$ cat config.mk
export PLATFORM = sky130hd
export DESIGN_NAME = brb_ctrl
export DESIGN_NICKNAME = d
export VERILOG_FILES = /design/src/sv/brb_pkg.sv /design/src/sv/brb_ctrl.sv
export SDC_FILE = /design/constraint.sdc
export NUM_CORES = 1
export LEC_CHECK = 0
export BUFFER_PORTS_ARGS = -buffer_cell sky130_fd_sc_hd__buf_4
export CAP_MARGIN = 20
export CORE_ASPECT_RATIO = 0.75
export CORE_MARGIN = 8
export CORE_UTILIZATION = 55
export DETAILED_ROUTE_END_ITERATION = 10
export GPL_ROUTABILITY_DRIVEN = 0
export GPL_TIMING_DRIVEN = 1
export HOLD_SLACK_MARGIN = 0.06
export PLACE_DENSITY = 0.84
export REMOVE_ABC_BUFFERS = 1
export SETUP_SLACK_MARGIN = 0.02
export SYNTH_ARGS = -nofsm -noshare
export SYNTH_HDL_FRONTEND = slang
export SYNTH_SLANG_ARGS = --single-unit
$ cat constraint.sdc
create_clock -name i_clk -period 11.05 [get_ports i_clk]
set_input_delay 2.21 -clock i_clk [delete_from_list [all_inputs] [get_ports i_clk]]
set_output_delay 2.21 -clock i_clk [all_outputs]
set_load 0.02 [all_outputs]
$ cat src/sv/brb_pkg.sv
// Shared types, constants and helpers for the byte ring buffer.
package brb_pkg;

    localparam int RING_BYTES  = 1024;
    localparam int LANES       = 8;
    localparam int MAX_LANES   = 8;
    localparam int BYTE_W      = 8;
    localparam int IDX_W       = $clog2(RING_BYTES);
    localparam int BANK_W      = $clog2(LANES);
    localparam int ROW_W       = IDX_W - BANK_W;
    localparam int BANK_DEPTH  = RING_BYTES / LANES;
    localparam int CNT_W       = 4;
    localparam int TOT_W       = 10;

    // Opcode bit positions: bit 1 selects read, bit 0 selects all-or-nothing.
    localparam int OP_READ_BIT = 1;
    localparam int OP_AON_BIT  = 0;

    typedef logic [IDX_W-1:0]  t_idx;
    typedef logic [BANK_W-1:0] t_bank;
    typedef logic [CNT_W-1:0]  t_cnt;

    typedef struct packed {
        logic [1:0]        opcode;
        logic [CNT_W-1:0]  byte_count;
        logic [BYTE_W-1:0] in_byte_0;
        logic [BYTE_W-1:0] in_byte_1;
        logic [BYTE_W-1:0] in_byte_2;
        logic [BYTE_W-1:0] in_byte_3;
        logic [BYTE_W-1:0] in_byte_4;
        logic [BYTE_W-1:0] in_byte_5;
        logic [BYTE_W-1:0] in_byte_6;
        logic [BYTE_W-1:0] in_byte_7;
    } t_req;

    typedef struct packed {
        logic [CNT_W-1:0]  moved_count;
        logic              success;
        logic [BYTE_W-1:0] out_byte_0;
        logic [BYTE_W-1:0] out_byte_1;
        logic [BYTE_W-1:0] out_byte_2;
        logic [BYTE_W-1:0] out_byte_3;
        logic [BYTE_W-1:0] out_byte_4;
        logic [BYTE_W-1:0] out_byte_5;
        logic [BYTE_W-1:0] out_byte_6;
        logic [BYTE_W-1:0] out_byte_7;
        logic [TOT_W-1:0]  bytes_stored;
        logic [TOT_W-1:0]  bytes_free;
    } t_rsp;

    // Per-bank storage command for one request.
    typedef struct packed {
        logic              we;
        logic              re;
        logic [ROW_W-1:0]  row;
        logic [BYTE_W-1:0] wdata;
    } t_bank_cmd;

    // Request outcome carried to the result stage.
    typedef struct packed {
        t_cnt              moved_count;
        logic              success;
        logic              is_read;
        t_bank             start_bank;
        logic [TOT_W-1:0]  bytes_stored;
        logic [TOT_W-1:0]  bytes_free;
    } t_plan;

    function automatic logic [BYTE_W-1:0] req_lane(t_req req, int k);
        logic [BYTE_W-1:0] v;
        unique case (k)
            0:       v = req.in_byte_0;
            1:       v = req.in_byte_1;
            2:       v = req.in_byte_2;
            3:       v = req.in_byte_3;
            4:       v = req.in_byte_4;
            5:       v = req.in_byte_5;
            6:       v = req.in_byte_6;
            7:       v = req.in_byte_7;
            default: v = '0;
        endcase
        return v;
    endfunction

endpackage

$ cat src/sv/brb_ctrl.sv
// Index keeping, admission decision and per-bank commands for the byte ring buffer.
module brb_ctrl
    import brb_pkg::*;
(
    input  logic      i_clk,
    input  logic      i_rst_n,
    input  logic      i_accept,
    input  t_req      i_req,
    output t_bank_cmd o_cmd [LANES],
    output t_plan     o_plan
);

    t_idx r_rd_idx, n_rd_idx;
    t_idx r_wr_idx, n_wr_idx;

    logic is_read;
    logic aon;
    t_cnt want;
    t_cnt moved;
    t_idx avail;
    t_idx start;

    always_comb begin
        is_read = i_req.opcode[OP_READ_BIT];
        aon     = i_req.opcode[OP_AON_BIT];

        // Clamp oversized requests to the lane count.
        if (i_req.byte_count > CNT_W'(LANES)) begin
            want = CNT_W'(LANES);
        end else begin
            want = i_req.byte_count;
        end

        avail = is_read ? (r_wr_idx - r_rd_idx - t_idx'(1)) : (r_rd_idx - r_wr_idx);

        priority if (avail >= t_idx'(want)) begin
            moved = want;
        end else if (aon) begin
            moved = '0;
        end else begin
            moved = avail[CNT_W-1:0];
        end

        n_rd_idx = r_rd_idx;
        n_wr_idx = r_wr_idx;
        if (is_read) begin
            n_rd_idx = r_rd_idx + t_idx'(moved);
        end else begin
            n_wr_idx = r_wr_idx + t_idx'(moved);
        end

        start = is_read ? (r_rd_idx + t_idx'(1)) : r_wr_idx;

        o_plan.moved_count  = moved;
        o_plan.success      = (moved == want);
        o_plan.is_read      = is_read;
        o_plan.start_bank   = start[BANK_W-1:0];
        o_plan.bytes_stored = TOT_W'(n_wr_idx - n_rd_idx - t_idx'(1));
        o_plan.bytes_free   = TOT_W'(n_rd_idx - n_wr_idx);
    end

    // Each of the consecutive slots of one request lands in a different bank.
    always_comb begin
        t_bank k;
        t_idx  addr;
        for (int b = 0; b < LANES; b++) begin
            k             = t_bank'(b) - start[BANK_W-1:0];
            addr          = start + t_idx'(k);
            o_cmd[b].row  = addr[IDX_W-1:BANK_W];
            o_cmd[b].we   = i_accept && !is_read && (t_cnt'(k) < moved);
            o_cmd[b].re   = i_accept && is_read;
            o_cmd[b].wdata = req_lane(i_req, int'(k));
        end
    end

    always_ff @(posedge i_clk) begin
        if (!i_rst_n) begin
            r_rd_idx <= '0;
            r_wr_idx <= t_idx'(1);
        end else if (i_accept) begin
            r_rd_idx <= n_rd_idx;
            r_wr_idx <= n_wr_idx;
        end
    end

endmodule

==> impl_metrics.tcl <==
set metrics [dict create \
    status "completed" \
    grt_setup_unrepaired "false" \
    grt_max_degree 69 \
    htree_levels 1 \
    p_per_area_mw_per_mm2 116 \
    hpwl_mm 23.4 \
    hold_class "reg -> reg" \
    drt-initial-drc-count 1391 \
    grt.overflow.total 0 \
    synth-seq-cells 20 \
    portBuffers 237 \
    dieArea_sq_mm 0.0188 \
    end_kind "output pin" \
    cts_tree "done" \
    grt_util_all_layers 0.308 \
    cp.arrival_ns 8.30 \
    cts_buffers 3 \
    yosysWarnings 0 \
    yosys.area.top_type "ha_1" \
    drcViolationCount 0 \
    min_period_ns 10.51 \
    ant_nets 0 \
    die_w_microns 156 \
    criticalPathCategory "in -> out" \
    vias 9972 \
    antenna_found_initial 0 \
    synthDistinctLibCells 74 \
    r2r_slack_ns 5.19 \
    setup_violations 0 \
    drive_gt1_frac 0.225 \
    postCtsHoldBufs 0 \
    finClkSkew_ns 0.00812 \
    grt_pass1_vias 8943 \
    rows 38 \
    fmax_mhz 95.1 \
    cts_root_buf "clkbuf_16" \
    area_growth_pct 23.3 \
    syn_avg_cell_area_sq_um 6.72 \
    drv_cap 0 \
    drv_slew 0 \
    synth_top_area_frac 0.120 \
    cts_resized 0 \
    hold_viol_final 0 \
    worstMarginPinSlew_ns 1.14 \
    ios 238 \
    finalSetupTns_ns 0 \
    postCtsSetupBuffers 0 \
    n_antenna_cell 0 \
    ys.flop_type "dfxtp_1" \
    ys_seq_area_frac 0.0497 \
    crit_required_ns 8.84 \
    clockBufferDepth 2 \
    post_drt_wl_per_cell_microns 19.9 \
    path_clk_slew_ns 0.07 \
    hold_slack_ns 0.610 \
    start_util 0.560 \
    critPathLaunchType "input port" \
    dr.pass1.iters 8 \
    finalWirelength_mm 31.1 \
    synth_area_sq_mm 0.00806 \
    die_h_microns 121 \
    clock_latency_ns 0.27 \
    fin_crit_sh 0.951 \
    nets 1518 \
    grt_pass1_wl_mm 48.4 \
    synthTopCellsByArea "ha_1 (12%), nand2_1 (8.8%), xnor2_1 (7.2%)" \
    coreArea_sq_mm 0.0144 \
    synthCells 1200 \
    clock-sinks 20 \
    synth_edf_count 0 \
    worstPathMaxFanout 14 \
    relSlewSlack 0.241 \
    leakagePower_nw 4.67 \
    async_flop_share 0 \
    vias_per_cell 6.38 \
    vdd_drop_max_mv 0.0786 \
]
-- sequential cells by signal, summed over array words and instances, names as in the netlist --
name      cells
r_rd_idx     10
r_wr_idx     10
-- critical path, cell delays in order --
cell and delay (ns):
buf_4 0.19, inv_4 0.12, a211oi_1 0.19, a31oi_1 0.08
xnor2_1 0.31, inv_1 0.11, ha_1 0.30, o21ai_0 0.08
o221ai_1 0.14, a211oi_2 0.26, o211ai_2 0.15, or3_1 0.52
mux2_1 0.35, ha_1 0.20, inv_1 0.06, fa_1 0.41
xnor2_1 0.25, nand2_1 0.08, a21boi_0 0.16, ha_1 0.40
o21ai_0 0.15, a21oi_1 0.22, o21ai_0 0.18, a2111oi_2 0.51
o21ai_1 0.15, o211a_1 0.24, o211ai_1 0.08, buf_4 0.16
-- placed cells by master (no fill, tap or decap), drive strengths merged, types with 23 or more instances in the layout --
cell type / Yosys / layout
buf: 41 / 256
nand3: 26 / 26
xor2: 37 / 37
nor2: 125 / 125
o21ai: 34 / 34
nand2: 188 / 188
a22oi: 36 / 36
mux2i: 30 / 30
and2: 23 / 23
a21oi: 69 / 69
a222oi: 30 / 30
ha: 77 / 77
xnor2: 66 / 66
inv: 71 / 71
-- cell type report --
type / instances / area, sq um
sequential: 20 / 400
multi-input combinational: 1008 / 6980
tap: 200 / 250
fill: 1274 / 4460
clock buffer: 3 / 75.1
clock inverter: 1 / 30.0
inverter: 74 / 280
timing repair buffer: 257 / 1930
-- synth_stat cells (12+ instances only) --
cell	count
a22oi_1	36
a221o_1	20
ha_1	77
a31oi_1	18
a41oi_1	12
mux2i_1	30
a21oi_1	66
nand2_1	188
nor2_1	124
xor2_1	37
o21ai_0	30
buf_1	22
nor2b_1	14
a21o_1	15
dfxtp_1	20
nand3_1	26
mux2_2	15
a222oi_1	30
a221oi_1	16
and2_1	23
clkbuf_1	51
o211ai_1	15
xnor2_1	66
inv_1	66
-- power breakdown --
group	switching, mW	total, mW	internal, mW	leakage (nW)
Sequential	0.00484	0.0791	0.0743	0.162
Combinational	0.579	0.966	0.387	4.46
Clock	0.0334	0.106	0.0721	0.0511
-- path summary, 6_finish.rpt --
kind	to	start	cells after the start
min	r_rd_idx[8]	r_rd_idx[8]	2
min reg2reg	r_rd_idx[8]	r_rd_idx[8]	2
max	o_plan[9]	i_req[69]	28
max reg2reg	r_wr_idx[8]	r_rd_idx[0]	22
-- layer usage --
metal	GRT usage	share of wire	vias to the layer above
met5	0	0	-
met2	0.472	0.43	671
met4	0.0695	0.019	0
met3	0.0670	0.12	49
li1	-	-	4650
met1	0.432	0.43	4602
-- metrics by stage --
stage          power, mW  utilization  worst slack (ns)  cell area [sq um]  cells
6_report            1.15        0.690             0.540               9940   1563
5_1_grt             1.22        0.690            0.0905               9940   1563
4_1_cts             1.14        0.689             0.623               9930   1561
3_5_place_dp        1.03        0.682             0.679               9820   1557
3_3_place_gp        1.02        0.682             0.923               9820   1557
2_1_floorplan      0.669            -              1.27               7630   1102
-- cells by family (layout without fill, tap and decap cells) --
| kind of cell | after synthesis | in the layout | synth area share |
|---|---|---|---|
| and+or+nand+nor | 423 | 423 | 0.228 |
| AOI/OAI and AO/OA | 351 | 351 | 0.326 |
| buffers and inverters | 172 | 335 | 0.0882 |
| xor gates and xnor gates | 103 | 103 | 0.112 |
| adders and majority gates | 82 | 82 | 0.131 |
| muxes | 49 | 49 | 0.0652 |
| DFF | 20 | 20 | 0.0497 |
No activity file was read; power rests on OpenSTA's default activity.
